<file path="config.mk">
export PLATFORM = sky130hd
export DESIGN_NAME = brb_front
export DESIGN_NICKNAME = d
export VERILOG_FILES = /design/src/brb_pkg.sv /design/src/brb_front.sv
export SDC_FILE = /design/constraint.sdc
export NUM_CORES = 1
export LEC_CHECK = 0
export ABC_AREA = 1
export BUFFER_PORTS_ARGS = -buffer_cell sky130_fd_sc_hd__buf_4
export CORE_AREA = 3 3 40 42
export DETAILED_ROUTE_END_ITERATION = 16
export DIE_AREA = 0 0 43 45
export PLACE_DENSITY = 0.68
export REMOVE_ABC_BUFFERS = 1
export SYNTH_ARGS = -nofsm -noshare
export SYNTH_HDL_FRONTEND = slang
export SYNTH_SLANG_ARGS = --single-unit
</file>
<file path="constraint.sdc">
create_clock -name vclk -period 0.95
set_input_delay 0.1425 -clock vclk [all_inputs]
set_output_delay 0.1425 -clock vclk [all_outputs]
set_load 0.005 [all_outputs]
</file>
<file path="src/brb_pkg.sv">
// Package for the byte ring buffer: sizes, action, status and command codes,
// and the command record passed from the front end to the back end.
// No dependencies.
package brb_pkg;

  localparam int unsigned DEPTH    = 1024;              // power of two
  localparam int unsigned ADDR_W   = $clog2(DEPTH);
  localparam int unsigned CNT_W    = 11;                // holds DEPTH itself
  localparam int unsigned MAX_RUN  = 64;
  localparam int unsigned RUN_W    = $clog2(MAX_RUN + 1);
  localparam int unsigned ACT_W    = 3;
  localparam int unsigned BYTE_W   = 8;
  localparam int unsigned AMT_W    = 11;
  localparam int unsigned STAT_W   = 2;
  localparam int unsigned IN_DW    = 24;
  localparam int unsigned OUT_DW   = 24;
  localparam int unsigned QDEPTH   = 4;
  localparam int unsigned QPTR_W   = $clog2(QDEPTH);

  typedef enum logic [ACT_W-1:0] {
    ACT_WRITE = 3'd0,
    ACT_READ  = 3'd1,
    ACT_PEEK  = 3'd2,
    ACT_SKIP  = 3'd3,
    ACT_CLEAR = 3'd4
  } action_e;

  typedef enum logic [STAT_W-1:0] {
    ST_OK   = 2'd0,
    ST_FULL = 2'd1,
    ST_FEW  = 2'd2,
    ST_LONG = 2'd3
  } status_e;

  // Classified request kind, as the back end sees it
  typedef enum logic [2:0] {
    K_WRITE,
    K_READ,
    K_PEEK,
    K_SKIP,
    K_CLEAR,
    K_NOP,
    K_LONG
  } kind_e;

  typedef struct packed {
    kind_e              kind;
    logic [BYTE_W-1:0]  data;
    logic [AMT_W-1:0]   amount;
  } cmd_t;

  typedef enum logic {
    BK_IDLE,
    BK_RUN
  } back_state_e;

endpackage

</file>
<file path="src/brb_front.sv">
// Front end: takes requests off the input stream and classifies them,
// including the run-length limit check. Depends on brb_pkg.
module brb_front (
  input  logic                      clk_i,
  input  logic                      rst_ni,
  input  logic                      s_axis_tvalid,
  output logic                      s_axis_tready,
  input  logic [brb_pkg::IN_DW-1:0] s_axis_tdata,   // data_in[7:0], amount[18:8]
  input  logic [brb_pkg::ACT_W-1:0] s_axis_tuser,   // action[2:0]
  input  logic                      q_full_i,
  output logic                      push_o,
  output brb_pkg::cmd_t             cmd_o
);
  import brb_pkg::*;

  logic [AMT_W-1:0] amount;
  logic             too_long;
  kind_e            kind;
  logic             seen_q;

  assign amount   = s_axis_tdata[BYTE_W +: AMT_W];
  assign too_long = amount > AMT_W'(MAX_RUN);

  always_comb begin
    unique case (action_e'(s_axis_tuser))
      ACT_WRITE: kind = K_WRITE;
      ACT_READ:  kind = too_long ? K_LONG : K_READ;
      ACT_PEEK:  kind = too_long ? K_LONG : K_PEEK;
      ACT_SKIP:  kind = K_SKIP;
      ACT_CLEAR: kind = K_CLEAR;
      default:   kind = K_NOP;
    endcase
  end

  assign s_axis_tready = ~q_full_i;
  assign push_o        = s_axis_tvalid & ~q_full_i;
  assign cmd_o         = '{kind: kind, data: s_axis_tdata[BYTE_W-1:0], amount: amount};

  // tracks whether any request has been taken since reset
  always_ff @(posedge clk_i or negedge rst_ni) begin
    if (!rst_ni) begin
      seen_q <= 1'b0;
    end else if (push_o) begin
      seen_q <= 1'b1;
    end
  end

  a_ready_after_reset: assert property (@(posedge clk_i) disable iff (!rst_ni)
    !seen_q |-> s_axis_tready)
    else $error("front not ready before first request");

endmodule

</file>
-- After elaboration in Yosys (flattened, before gate mapping)
Cells that the tools add are included.
Widths: inputs -> output; s select.
- register bits: 0
- logic and storage cells: 11
- input bits: 31
- output and inout bits: 24
- bitwise operators: 2
- reduce and logical (&&, ||, !) cells: 1
- mux-type cells: 3
- $lt $le $gt $ge: 1
- equality and inequality tests: 4
- operator list (cell ; count):
    $pmux 3 s5 ; 1
    $gt 11x7->1 const B ; 1
    $eq 3x2->1 const B ; 2
    $mux 3 ; 2
    $eq 3x1->1 const B ; 1
    $eq 3x3->1 const B ; 1
    $logic_not 3->1 ; 1
    $and 1x1->1 ; 1
    $not 1->1 ; 1

-- Longest topological paths before layout
Gate-level depths: netlist of run 1.
- word-level depth: 3
- gate-level depth with buffers: 6

-- Worst setup path after synthesis of run 1
OpenSTA, ideal clock, no wires.
- path type: input to output
- start: in s_axis_tdata[12] in the netlist's numbering
- end: out cmd_o[20] in the netlist's numbering
- path buffers: 0
- arrival time: 529 ps
- stages: 6
- required time: 808 ps
- setup slack: 278 ps
- cells stage by stage: nor2_1 nand3_1 nand2_2 nand3_1 nand2_1 inv_1
- RTL lines (what ; RTL line ; text):
    start: declaration ; brb_front.sv:8 ; input logic [brb_pkg::IN_DW-1:0] s_axis_tdata,
    end: declaration ; brb_front.sv:12 ; output brb_pkg::cmd_t cmd_o

==> results of run 1 <==
-- path summary, 6_finish.rpt --
path,startpoint,endpoint,slack [ns],cells past startpoint
worst min-delay path,s_axis_tdata[1],cmd_o[12],0.29,0
worst max-delay path,s_axis_tdata[12],cmd_o[21],-0.002,8
-- Yosys cell counts --
library cell,count
nand2_2,1
nor2_1,11
nand3_1,3
inv_1,6
buf_4,19
and2_2,1
nand2_1,6
-- power by group through the flow --
stage / Combinational, uW / Sequential, uW / Clock (uW)
final: 187 / 0 / 0
after global routing: 203 / 0 / 0
after global placement: 152 / 0 / 0
after floorplan: 31.5 / 0 / 0
after CTS: 165 / 0 / 0
after detailed placement: 154 / 0 / 0
-- kinds of logic after synthesis --
logic type	after synthesis
buf+inv	25
simple gates	22
-- worst max-delay path: cells and delay by family --
kind,cells,cell delay (ns)
and+or+nand+nor,6,0.44
buffers and inverters,2,0.22
-- cell type report --
cell class / instances / area share (%)
inverters: 6 / 5.04
well taps: 15 / 4.20
multi-input cells: 22 / 29.4
repair buffers: 33 / 61.3
-- what timing repair did --
action	CTS	global route
pin swaps	7	6
gates resized for setup	8	12
setup endpoints to repair	2	3
buffers inserted	0	1
-- metal layers --
layer	GRT usage, %	part of all wire (%)	up-vias
li1	-	-	147
met1	8.10	29	119
met2	12.6	47	31
met3	8.76	25	0
met4	0	0	0
met5	0	0	-
-- stage by stage --
step	hold WS (ns)	utilization (%)	TNS, ns
6_report	0.285	34.8	-0.00211
3_3_place_gp	0.285	29.1	-0.00166
2_1_floorplan	0.285	-	0
3_5_place_dp	0.285	29.1	-0.0404
5_1_grt	0.285	34.8	-0.188
4_1_cts	0.285	31.4	-0.00352
==> metrics.cfg, run 1 <==
[worst_setup_path]
end_kind = output pin
path_cells = buf_6 -> nor2_2 -> nand3_1 -> nand2_2 -> nand2_2 -> nand2_1 -> nand2_1 -> buf_4
cp_slowest_cell = buf_4
cp.required_ns = 0.81
crit_path_max_fanout = 3
max_stage_delay_ns = 0.13
startpoint_type = input port
worstPathArrival_ns = 0.81
crit_type = in -> out

[power_and_ir_drop]
p_total_uw = 187
leakage_uw = 0.000250
pwr-share-clk_pct = 0
seqPwrFrac_pct = 0
combinationalPowerShare_pct = 100.0
p_int_uw = 118
power.density_mw_per_mm2 = 419
p_switching_uw = 68.5
irDropWorstVdd_mv = 0.181
switching_share_pct = 36.6

[die]
rows = 13
die_area_sq_mm = 0.00194
core_region_area_sq_mm = 0.00128
io_pins = 55
initial_core_util_pct = 20.1
die_w_um = 43
die_height_um = 45

[place]
place_congestion = 0.657
dp_slack_ns = -0.0250
place_inst = 75
placed_cell_area_sq_um = 374
hpwl_um = 708
io_buffers = 32

[synthesis]
synth-xor-area-share_pct = 0
synth_fa_ha_area_share_pct = 0
synth-simple-area-share_pct = 35.9
synthCells = 47
synth.avg_cell_area_sq_um = 5.48
syn-cell-area_sq_um = 258
ys_types = 7
synth_top_family_by_area = buffers and inverters
muxShareOfSynthArea_pct = 0
synth_area_leaders = buf_4 55%, nor2_1 16%, inv_1 8.7%
yosysSeqAreaShare_pct = 0
synth_top_area_share_pct = 55.3
yosysTopAreaCell = buf_4
synth-compound-area-share_pct = 0
yosys_warnings = 0

[routing]
route.detailed.drc = 0
antenna_left = 0
wire_per_inst_um = 11.2
drtIter0Drc = 1
drtPass1Iterations = 2
via_per_inst = 3.91
vias = 297
drt_wl_total_um = 853

[timing]
rsz0062_at_grt = yes
finalHoldViolCount = 0
setup_violations = 1
slew_headroom_pct = 90.8
tightest_slew_ns = 0.137
max_freq_ghz = 1.05
finalCritPeriodShare_pct = 100
slew_viol_final = 0
worst_slack_ns = -0.00211
min_period_ns = 0.952

[final_layout]
syn_to_final_growth_pct = 73.3
nets = 94
fillers = 146
diodes = 0
multiInputGateArea_sq_um = 131
seq_area_sq_um = 0
layout_commonest_cell = buf_4
final_layout_size_suffix_gt1_share_pct = 72.1
stdcell_area_sq_um = 447
layout_common_cells = 26 x buf_4, 7 x buf_6, 6 x nor2_1, 5 x inv_1, 4 x nand2_1
seq_cells = 0
nClkBuffers = 0
post_layout_nonfiller_instances = 76

[min_path]
hold_path.class = in -> out

[grt]
grt_pass1_wl_um = 1210
grt_use_total_pct = 8.13
overflow = 0
grt_max_degree = 4
antenna_found_initial = 0
grt_pass1_vias = 270

[status]
status = finished, violations left
violations = negative setup slack

[flow_run]
drv_cap = 0

[clock_network]
ctsHoldBuffers = 0

Note: power is estimated with default switching activity, not from simulation.
==> inputs of run 2 (changes only) <==
Settings changed: PLACE_DENSITY 0.68 to default, PLACE_DENSITY_LB_ADDON from default to 0.15, SKIP_LAST_GASP from default to 1.
==> run 2 against run 1 <==
Net effect: the run now ends clean; core utilization increased by 0.39 points; maximum frequency increased by 3.4%; die area unchanged; flip-flop and latch count unchanged; critical path depth unchanged; total power increased by 0.81%; global-route usage decreased by 0.33 points; combinational power about the same; largest power group unchanged.
==> metrics.cfg, run 2 (same netlist as run 1, synthesis figures left out) <==
[worst_setup_path]
worstPathArrival_ns = 0.78
startpoint_type = input port
crit_path_max_fanout = 3
crit_type = in -> out
end_kind = output pin
cp.required_ns = 0.81

[timing]
finalCritPeriodShare_pct = 96.9
fin_hold_ws_ns = 0.285
worst_slack_ns = 0.0290
max_freq_ghz = 1.09
slew_headroom_pct = 91.5
finalHoldViolCount = 0
setup_violations = 0
rsz0062_at_grt = yes
min_period_ns = 0.921
tightest_slew_ns = 0.128
slew_viol_final = 0

[grt]
grt_pass1_wl_um = 1140
grt_max_degree = 4
grt_use_total_pct = 7.79
overflow = 0
antenna_found_initial = 0
grt_pass1_vias = 251

[die]
core_region_area_sq_mm = 0.00128
rows = 13
initial_core_util_pct = 20.1
die_w_um = 43
die_height_um = 45
io_pins = 55
die_area_sq_mm = 0.00194

[power_and_ir_drop]
combinationalPowerShare_pct = 100.0
switching_share_pct = 37.6
p_int_uw = 118
irDropWorstVdd_mv = 0.147
leakage_uw = 0.000247
p_switching_uw = 70.8
seqPwrFrac_pct = 0
power.density_mw_per_mm2 = 417
pwr-share-clk_pct = 0

[place]
dp_slack_ns = -0.00720
place_congestion = 0.626
place_inst = 75
io_buffers = 32
placed_cell_area_sq_um = 374

[routing]
antenna_left = 0
wire_per_inst_um = 11.3
route.detailed.drc = 0
vias = 283
drt_wl_total_um = 850
via_per_inst = 3.77
drtIter0Drc = 0
drtPass1Iterations = 1

[clock_network]
postCtsSetupRepairBufs = 0

[final_layout]
nClkBuffers = 0
nets = 93
diodes = 0
layout_commonest_cell = buf_4
seq_area_sq_um = 0
final_layout_size_suffix_gt1_share_pct = 75.0
layout_common_cells = 25 x buf_4, 7 x buf_6, 5 x inv_1, 5 x nor2_1
stdcell_area_sq_um = 452
post_layout_nonfiller_instances = 75
fillers = 143
syn_to_final_growth_pct = 75.2
seq_cells = 0

[min_path]
whs_endpoint = cmd_o[18]
hold_depth = 0
hold_path.class = in -> out
min_from = s_axis_tdata[7]

[status]
status = finished clean

[flow_run]
drv_cap = 0

## run 2: area by class of cell
type               count  area [sq um]  area share [%]
inverters              6          22.5            4.99
multi-input cells     22           144            31.9
well taps             15          18.8            4.16
repair buffers        32           267            59.0
## run 2: power by group through the flow
stage                     clock [uW]  combinational [uW]  sequential, uW
after floorplan                    0                31.5               0
after global placement             0                 156               0
after detailed placement           0                 155               0
after CTS                          0                 164               0
after global routing               0                 205               0
final                              0                 188               0
## run 2: critical path: stages
cell	delay, ns
buf_6	0.10
nor2_4	0.09
nand3_2	0.08
nand2_2	0.09
nand3_2	0.08
nand2_2	0.06
inv_2	0.03
buf_6	0.10
## run 2: per-layer routing
metal  share of wire (%)  global-route usage [%]  wire, um  vias up
li1                    -                       -         -      146
met1                  24                    5.48       208      118
met2                  52                    14.1       444       19
met3                  23                    9.56       197        0
met4                   0                       0         0        0
met5                   0                       0         0        -
## run 2: stage by stage
step | TNS (ns) | total power [uW] | utilization (%)
floorplan | 0 | 31.5 | -
global placement | -0.0357 | 156 | 29.1
detailed placement | -0.00720 | 155 | 29.1
CTS | 0 | 164 | 30.9
global route | -0.0378 | 205 | 35.2
finish | 0 | 188 | 35.2
## run 2: worst max path at each step
stage | startpoint | end | slack, ns | depth (start not counted)
final | s_axis_tdata[8] | cmd_o[20] | 0.03 | 8
after global routing | s_axis_tdata[8] | cmd_o[21] | -0.02 | 8
after CTS | s_axis_tdata[10] | cmd_o[21] | 0.003 | 8
after detailed placement | s_axis_tdata[8] | cmd_o[20] | -0.007 | 8
after global placement | s_axis_tdata[12] | cmd_o[20] | -0.02 | 8
after floorplan | s_axis_tdata[12] | cmd_o[20] | 0.28 | 6
## run 2: repair_timing
item | in CTS | in global routing
pin swaps | 6 | 10
cloned | 0 | 0
gates resized for setup | 6 | 17
endpoints found under the setup margin | 1 | 3
hold buffers | 0 | 0
