--- src/brb_pkg.sv ---
// Package for the byte ring buffer: sizes, action, status and command codes,
// and the command record passed from the front end to the back end.
// No dependencies.
package brb_pkg;

  localparam int unsigned DEPTH    = 1024;              // power of two
  localparam int unsigned ADDR_W   = $clog2(DEPTH);
  localparam int unsigned CNT_W    = 11;                // holds DEPTH itself
  localparam int unsigned MAX_RUN  = 64;
  localparam int unsigned RUN_W    = $clog2(MAX_RUN + 1);
  localparam int unsigned ACT_W    = 3;
  localparam int unsigned BYTE_W   = 8;
  localparam int unsigned AMT_W    = 11;
  localparam int unsigned STAT_W   = 2;
  localparam int unsigned IN_DW    = 24;
  localparam int unsigned OUT_DW   = 24;
  localparam int unsigned QDEPTH   = 4;
  localparam int unsigned QPTR_W   = $clog2(QDEPTH);

  typedef enum logic [ACT_W-1:0] {
    ACT_WRITE = 3'd0,
    ACT_READ  = 3'd1,
    ACT_PEEK  = 3'd2,
    ACT_SKIP  = 3'd3,
    ACT_CLEAR = 3'd4
  } action_e;

  typedef enum logic [STAT_W-1:0] {
    ST_OK   = 2'd0,
    ST_FULL = 2'd1,
    ST_FEW  = 2'd2,
    ST_LONG = 2'd3
  } status_e;

  // Classified request kind, as the back end sees it
  typedef enum logic [2:0] {
    K_WRITE,
    K_READ,
    K_PEEK,
    K_SKIP,
    K_CLEAR,
    K_NOP,
    K_LONG
  } kind_e;

  typedef struct packed {
    kind_e              kind;
    logic [BYTE_W-1:0]  data;
    logic [AMT_W-1:0]   amount;
  } cmd_t;

  typedef enum logic {
    BK_IDLE,
    BK_RUN
  } back_state_e;

endpackage

--- src/brb_cmd_queue.sv ---
// Short command queue between front and back end.
// Depends on brb_pkg.
module brb_cmd_queue (
  input  logic          clk_i,
  input  logic          rst_ni,
  input  logic          push_i,
  input  brb_pkg::cmd_t cmd_i,
  output logic          full_o,
  input  logic          pop_i,
  output logic          valid_o,
  output brb_pkg::cmd_t cmd_o
);
  import brb_pkg::*;

  cmd_t                entry_q [QDEPTH];
  logic [QPTR_W-1:0]   wr_q, wr_d;
  logic [QPTR_W-1:0]   rd_q, rd_d;
  logic [QPTR_W:0]     cnt_q, cnt_d;

  assign full_o  = cnt_q == (QPTR_W+1)'(QDEPTH);
  assign valid_o = cnt_q != '0;
  assign cmd_o   = entry_q[rd_q];

  always_comb begin
    wr_d  = push_i ? wr_q + 1'b1 : wr_q;
    rd_d  = pop_i  ? rd_q + 1'b1 : rd_q;
    cnt_d = cnt_q + (QPTR_W+1)'(push_i) - (QPTR_W+1)'(pop_i);
  end

  always_ff @(posedge clk_i) begin
    if (push_i) begin
      entry_q[wr_q] <= cmd_i;
    end
  end

  always_ff @(posedge clk_i or negedge rst_ni) begin
    if (!rst_ni) begin
      wr_q  <= '0;
      rd_q  <= '0;
      cnt_q <= '0;
    end else begin
      wr_q  <= wr_d;
      rd_q  <= rd_d;
      cnt_q <= cnt_d;
    end
  end

  a_no_overflow: assert property (@(posedge clk_i) disable iff (!rst_ni)
    push_i |-> !full_o)
    else $error("queue push while full");
  a_no_underflow: assert property (@(posedge clk_i) disable iff (!rst_ni)
    pop_i |-> valid_o)
    else $error("queue pop while empty");
  a_ptr_count: assert property (@(posedge clk_i) disable iff (!rst_ni)
    (wr_q - rd_q) == cnt_q[QPTR_W-1:0])
    else $error("queue pointers disagree with count");

endmodule

--- config.mk ---
export PLATFORM = sky130hd
export DESIGN_NAME = brb_cmd_queue
export DESIGN_NICKNAME = d
export VERILOG_FILES = /design/src/brb_pkg.sv /design/src/brb_cmd_queue.sv
export SDC_FILE = /design/constraint.sdc
export NUM_CORES = 1
export LEC_CHECK = 0
export BUFFER_PORTS_ARGS = -buffer_cell sky130_fd_sc_hd__buf_2
export CELL_PAD_IN_SITES_DETAIL_PLACEMENT = 0
export CELL_PAD_IN_SITES_GLOBAL_PLACEMENT = 1
export CORE_ASPECT_RATIO = 0.8
export CORE_UTILIZATION = 40
export DETAILED_ROUTE_END_ITERATION = 8
export HOLD_SLACK_MARGIN = 0.05
export PLACE_DENSITY = 0.73
export SYNTH_ARGS = -nofsm -noshare
export SYNTH_HDL_FRONTEND = slang
export SYNTH_SLANG_ARGS = --single-unit
--- constraint.sdc ---
create_clock -name clk_i -period 1.6 [get_ports clk_i]
set_input_delay 0.16 -clock clk_i [delete_from_list [all_inputs] [get_ports clk_i]]
set_output_delay 0.16 -clock clk_i [all_outputs]
set_load 0.01 [all_outputs]
After elaboration in Yosys (flattened, before gate mapping)
Memories as Yosys holds them, arrays and structs flattened.
Index checks and enable logic that the tools add are counted.
W data, S select, Z words.
{"block": "op_classes", "addsub": 4, "eq_ne": 1, "mux": 2, "n_reduce_logical": 1}
{"cell": "$add A2 B1 Y2 const B", "count": 2}
{"cell": "$add A3 B1 Y3", "count": 1}
{"cell": "$eq A3 B3 Y1 const B", "count": 1}
{"cell": "$reduce_bool A3 Y1", "count": 1}
{"cell": "$sub A3 B1 Y3", "count": 1}
{"cell": "$mux W1", "count": 2}
{"block": "totals", "ff_bits": 7, "mem_bits_rw": 88, "inputBits": 26, "elab_cells": 12, "mem_count": 1}
{"name": "entry_q", "words": 4, "word_bits": 22, "read_ports": 1, "rd_ports_with_merged_regs": 0, "write_ports": 1, "line": "brb_cmd_queue.sv:15", "rtl": "cmd_t entry_q [QDEPTH];"}

Depth between registers and ports, before layout
Gate-level depths: netlist of the first run.
{"block": "logic_depth", "word_depth": 2, "mapped_depth": 6, "depth_no_buf": 6}

Worst setup path after synthesis of the first run
OpenSTA, ideal clock, no wires.
{"block": "synth_path", "kind": "flip-flop to flip-flop", "startpoint": "register wr_q[0]", "endpoint": "memory entry_q[0][0] (netlist bit) (enable)", "setup_time_ns": 0.381, "arrival_time_ns": 1.186, "t_required_ns": 1.219, "path_slack_ns": 0.033, "stages_incl_launch_ff": 4, "synth_period_minus_slack_ns": 1.567, "cell_sequence": "dfrtp_1 inv_1 ha_1 and2_1"}
{"element": "start, declared", "line": "brb_cmd_queue.sv:16", "rtl": "logic [QPTR_W-1:0] wr_q, wr_d;"}
{"element": "start signal, assigned", "line": "brb_cmd_queue.sv:42", "rtl": "wr_q <= wr_d;"}
{"element": "end, declared", "line": "brb_cmd_queue.sv:15"}
No word-level cell before the write port.

==> results_dict.tcl, run 1 <==
set metrics [dict create \
    status "finished with violations" \
    violations "setup timing" \
    hold_path.class "in2reg" \
    avgSynthCellArea_um2 24.2 \
    grtUsageTotal_pct 14.5 \
    fp.dieW_um 108 \
    synth.distinct_cells 17 \
    grt_overflow_total 0 \
    final_core_util_pct 53.2 \
    clock_sinks 95 \
    drt-initial-drc-count 56 \
    use_met2_pct 22.5 \
    clock_latency_ns 0.35 \
    ys_seq_area_share_pct 78.2 \
    maxSlewHeadroom_pct 83.9 \
    crit_path_start_kind "flip-flop" \
    core_area_um2 8600 \
    clk_path_buf_depth 2 \
    worstReg2RegStart "cnt_q[0]" \
    place_congestion 0.668 \
    route.detailed.drc 0 \
    antenna_cells 0 \
    vias 1711 \
    leakage_nw 1.65 \
    drive_above_1_share_pct 41.5 \
    fin_crit_ns 1.81 \
    grt_pass1_vias 1778 \
    final_cells 360 \
    setup_viol 22 \
    busiest_layer "met2" \
    fmax_mhz 553 \
    root_buffer "clkbuf_8" \
    cts_tree "done" \
    numPortBuffers 49 \
    syn_to_final_growth_pct 27.1 \
    min_from "push_i" \
    reg2reg_depth 6 \
    pin_count 50 \
    first_pass_iters 4 \
    pre_cts_slack_ns 0.0845 \
    syn_nets 182 \
    rsz0062_at_grt "yes" \
    netlist_area_um2 3600 \
    fin_ws_ns -0.209 \
    final_hold_viol_count 0 \
    path_max_fanout 8 \
    crit_arrival_ns 1.65 \
    slew_viol_final 0 \
    routed_via_density 4.75 \
    ant_nets 0 \
    critPathKind "reg2out" \
    yosysWarnings 0 \
    ir_drop_mv 0.822 \
    post-route-period-util_pct 113 \
    grt_util_met3_pct 5.09 \
    dpl.cell_count 317 \
    cellPowerDensity_nw_per_um2 1670 \
    setup_tns_ns -4.19 \
    dieArea_um2 9390 \
    hpwlAfterDp_mm 3.72 \
    die_y_um 86.9 \
    grt_max_degree 23 \
    routed_wl_mm 6.10 \
    worst_hold_path.endpoint "wr_q[0]" \
    critPathCaptureType "primary output" \
    clkTransAtPathRegs_ns 0.08 \
    required_ns 1.44 \
    skew_ns 0.0116 \
    htree_levels 3 \
    cts_buffers 9 \
    maxCapViolations 0 \
    antenna_found_initial 0 \
    r2r_slack_ns 0.14 \
    layout_common_cells "edfxtp_1, buf_2, dlygate4sd3_1, mux4_2, buf_6" \
    layout.nets 276 \
    min_path_cells 2 \
    grtUsageMet1_pct 19.2 \
    r2r_end "cnt_q[2]" \
    fp-row-count 30 \
    final_common_cell "edfxtp_1" \
    syn_inst 149 \
    worst_pin_slew_ns 0.242 \
    wl_per_cell_um 16.9 \
    initial_core_util_pct 41.9 \
    grt_pass1_wl_mm 9.46 \
    ys_ff_latch 95 \
]
[layer usage]
metal	vias to the layer above	share of wire (%)
met3	8	4.6
li1	794	-
met5	-	0
met2	47	49
met4	0	0.90
met1	862	46
[where the power goes]
part / switching, mW / internal (mW) / leakage [nW]
registers: 0.174 / 3.27 / 0.889
logic: 1.27 / 1.55 / 0.675
clock network: 0.794 / 0.567 / 0.0874
[kinds of logic after synthesis]
kind of cell / share of synthesized area (%)
adder cells (fa/ha/maj): 2.64
flip-flops: 78.2
AO/OA/AOI/OAI: 0.139
buffers and inverters: 2.33
AND/OR/NAND/NOR: 1.25
XOR/XNOR: 1.22
multiplexers: 14.2
[how the worst max path moves through the flow]
stage | startpoint | endpoint | slack [ns]
after floorplan | wr_q[0] | entry_q[0][0] | 0.03
after global placement | rd_q[0] | cmd_o[13] | 0.11
after detailed placement | rd_q[0] | cmd_o[2] | 0.08
after CTS | rd_q[0] | cmd_o[4] | -0.25
after global routing | rd_q[0] | cmd_o[12] | -0.30
final | rd_q[0] | cmd_o[2] | -0.21
[state kept, by name, summed over array words and instances (netlist names)]
| name | count |
|---|---|
| cnt_q | 3 |
| entry_q | 88 |
| rd_q | 2 |
| wr_q | 2 |
[through the flow]
step	hold slack, ns	total power, mW	instance area (µm²)
after detailed placement	0.0159	5.94	4070
final	0.106	7.63	4580
after global routing	0.0936	8.07	4580
after CTS	0.0810	7.56	4520
after floorplan	-0.136	5.04	3600
after global placement	0.00196	5.90	4070
[synth_stat cells, drive strengths merged]
master / n / area share (%)
edfxtp: 88 / 73
mux4: 22 / 14
dfrtp: 7 / 4.9
ha: 6 / 2.1
inv: 6 / 0.63
buf: 5 / 1.7
and2: 4 / 0.69
xor2: 3 / 0.73
nand2: 2 / 0.21
xnor2: 2 / 0.49
and3: 1 / 0.17
fa: 1 / 0.56
o21ai: 1 / 0.14
or3: 1 / 0.17
[layout make-up]
type	instances	area (µm²)
clock buffer	9	124
clock inverter	7	47.5
fill	681	4020
inverter	6	22.5
multi-input combinational	43	687
sequential	95	2820
tap	112	140
timing repair buffer	88	737
[worst max-delay path, cell delays in order (launching register included)]
cell and delay, ns:
dfrtp_2 0.47, buf_12 0.17, mux4_2 0.52, buf_6 0.14
[repair_timing]
action                                  in CTS  in global routing
endpoints found under the hold margin       96                  0
hold buffers                                24                  0
endpoints found under the setup margin      22                 23
setup buffers                                2                  1
gates resized for setup                     11                  9
cloned                                       0                  0
Power figures use the tool's default switching activity.
==> run 2: changes to the inputs <==
- PLACE_DENSITY: 0.73 -> 0.71
- clock period: 1.6 -> 2 ns (I/O delays scaled with it)
==> results_dict.tcl, run 2 (same netlist as run 1, synthesis figures left out) <==
set metrics [dict create \
    setup_tns_ns 0 \
    layout_common_cells "edfxtp_1, buf_2, mux4_2, dlygate4sd3_1, buf_4" \
    post-route-period-util_pct 94.2 \
    required_ns 1.80 \
    crit_start "rd_q[0]" \
    grt_pass1_vias 1737 \
    slew_viol_final 0 \
    initial_core_util_pct 41.9 \
    syn_to_final_growth_pct 21.9 \
    dieArea_um2 9390 \
    final_hold_viol_count 0 \
    drt-initial-drc-count 43 \
    drive_above_1_share_pct 40.3 \
    reg_top3 "entry_q x88, cnt_q x3" \
    core_area_um2 8600 \
    ir_drop_mv 0.658 \
    grt_max_degree 17 \
    min_from "pop_i" \
    final_common_cell "edfxtp_1" \
    maxCapViolations 0 \
    cp_slowest_cell "mux4_1" \
    place_congestion 0.704 \
    cp_cell_sequence "buf_12 -> mux4_1 -> buf_2" \
    path_max_fanout 14 \
    die_y_um 86.9 \
    crit_arrival_ns 1.68 \
    top_register "entry_q" \
    clkTransAtPathRegs_ns 0.09 \
    antenna_cells 0 \
    fmax_mhz 531 \
    route.detailed.drc 0 \
    wl_per_cell_um 16.9 \
    antenna_found_initial 0 \
    critPathKind "reg2out" \
    routed_via_density 4.79 \
    fp-row-count 30 \
    grtUsageTotal_pct 14.0 \
    cts_buffers 9 \
    worst_pin_slew_ns 0.243 \
    clk_path_buf_depth 2 \
    p_total_mw 5.84 \
    worstReg2RegStart "cnt_q[0]" \
    status "complete, no violations" \
    critPathCaptureType "primary output" \
    largest_register_ffs 88 \
    cpPeakStageDelay_ns 0.57 \
    ant_nets 0 \
    cellPowerDensity_nw_per_um2 1330 \
    clock_latency_ns 0.35 \
    clock_sinks 95 \
    rsz0062_at_grt "no" \
    htree_levels 3 \
    fin_crit_ns 1.88 \
    first_pass_iters 4 \
    cts_tree "done" \
    layout.nets 266 \
    routed_wl_mm 5.93 \
    pin_count 50 \
    grt_overflow_total 0 \
    root_buffer "clkbuf_8" \
    vias 1677 \
    leakage_nw 1.60 \
    maxSlewHeadroom_pct 83.8 \
    hpwlAfterDp_mm 3.75 \
    grt_pass1_wl_mm 9.05 \
    crit_path_start_kind "flip-flop" \
    skew_ns 0.0108 \
    fp.dieW_um 108 \
    hold_path.class "in2reg" \
    setup_viol 0 \
    numPortBuffers 49 \
]
[run 2: changes by cell type in the layout (fill, tap and decap cells not counted), sizes merged]
cell	previous run	this run
dlygate4sd3	24	15
buf	64	63
bufinv	0	1
inv	8	7
[run 2: layout make-up]
cell class | instances | area, µm²
fill | 701 | 4210
multi-input combinational | 43 | 699
clock inverter | 7 | 71.3
timing repair buffer | 78 | 513
clock buffer | 9 | 124
sequential | 95 | 2820
inverter | 6 | 22.5
tap | 112 | 140
[run 2: path summary, 6_finish.rpt]
path / to / slack, ns / depth (start not counted)
worst max-delay path: cmd_o[1] / 0.12 / 3
worst min-delay path: rd_q[0] / 0.07 / 2
worst max register to register: cnt_q[2] / 0.49 / 6
worst min register to register: wr_q[0] / 0.52 / 1
max in group asynchronous: rd_q[0] / 1.62 / 2
min in group asynchronous: cnt_q[1] / 0.20 / 2
[run 2: repair_timing]
action,CTS,global route
hold buffers,12,3
buffers inserted,2,0
hold endpoints to repair,49,10
gates resized for setup,0,0
endpoints found under the setup margin,2,0
[run 2: critical path: cells and delay by family (launching register included)]
kind | cells | cell delay, ns
DFF | 1 | 0.42
buffers and inverters | 2 | 0.34
muxes | 1 | 0.57
[run 2: metal layers]
layer | wire length [µm] | GRT usage, % | up-vias
li1 | - | - | 775
met1 | 2720 | 18.0 | 850
met2 | 2900 | 22.6 | 50
met3 | 301 | 5.39 | 2
met4 | 7 | 2.99 | 0
met5 | 0 | 0 | -
[run 2: through the flow]
| stage | hold WS (ns) | worst slack (ns) | utilization (%) | cell area (µm²) | instances |
|---|---|---|---|---|---|
| 2_1_floorplan | -0.0956 | 0.433 | - | 3600 | 149 |
| 3_3_place_gp | 0.0510 | 0.398 | 46.9 | 4030 | 317 |
| 3_5_place_dp | 0.0500 | 0.395 | 46.9 | 4030 | 317 |
| 4_1_cts | 0.0506 | 0.0824 | 50.7 | 4360 | 347 |
| 5_1_grt | 0.0516 | 0.00178 | 51.1 | 4390 | 350 |
| 6_report | 0.0704 | 0.116 | 51.1 | 4390 | 350 |
[run 2: power breakdown]
group          total, mW  internal, mW  switching, mW
sequential          2.74          2.62          0.123
clock               1.21         0.578          0.630
combinational       1.90         0.952          0.944
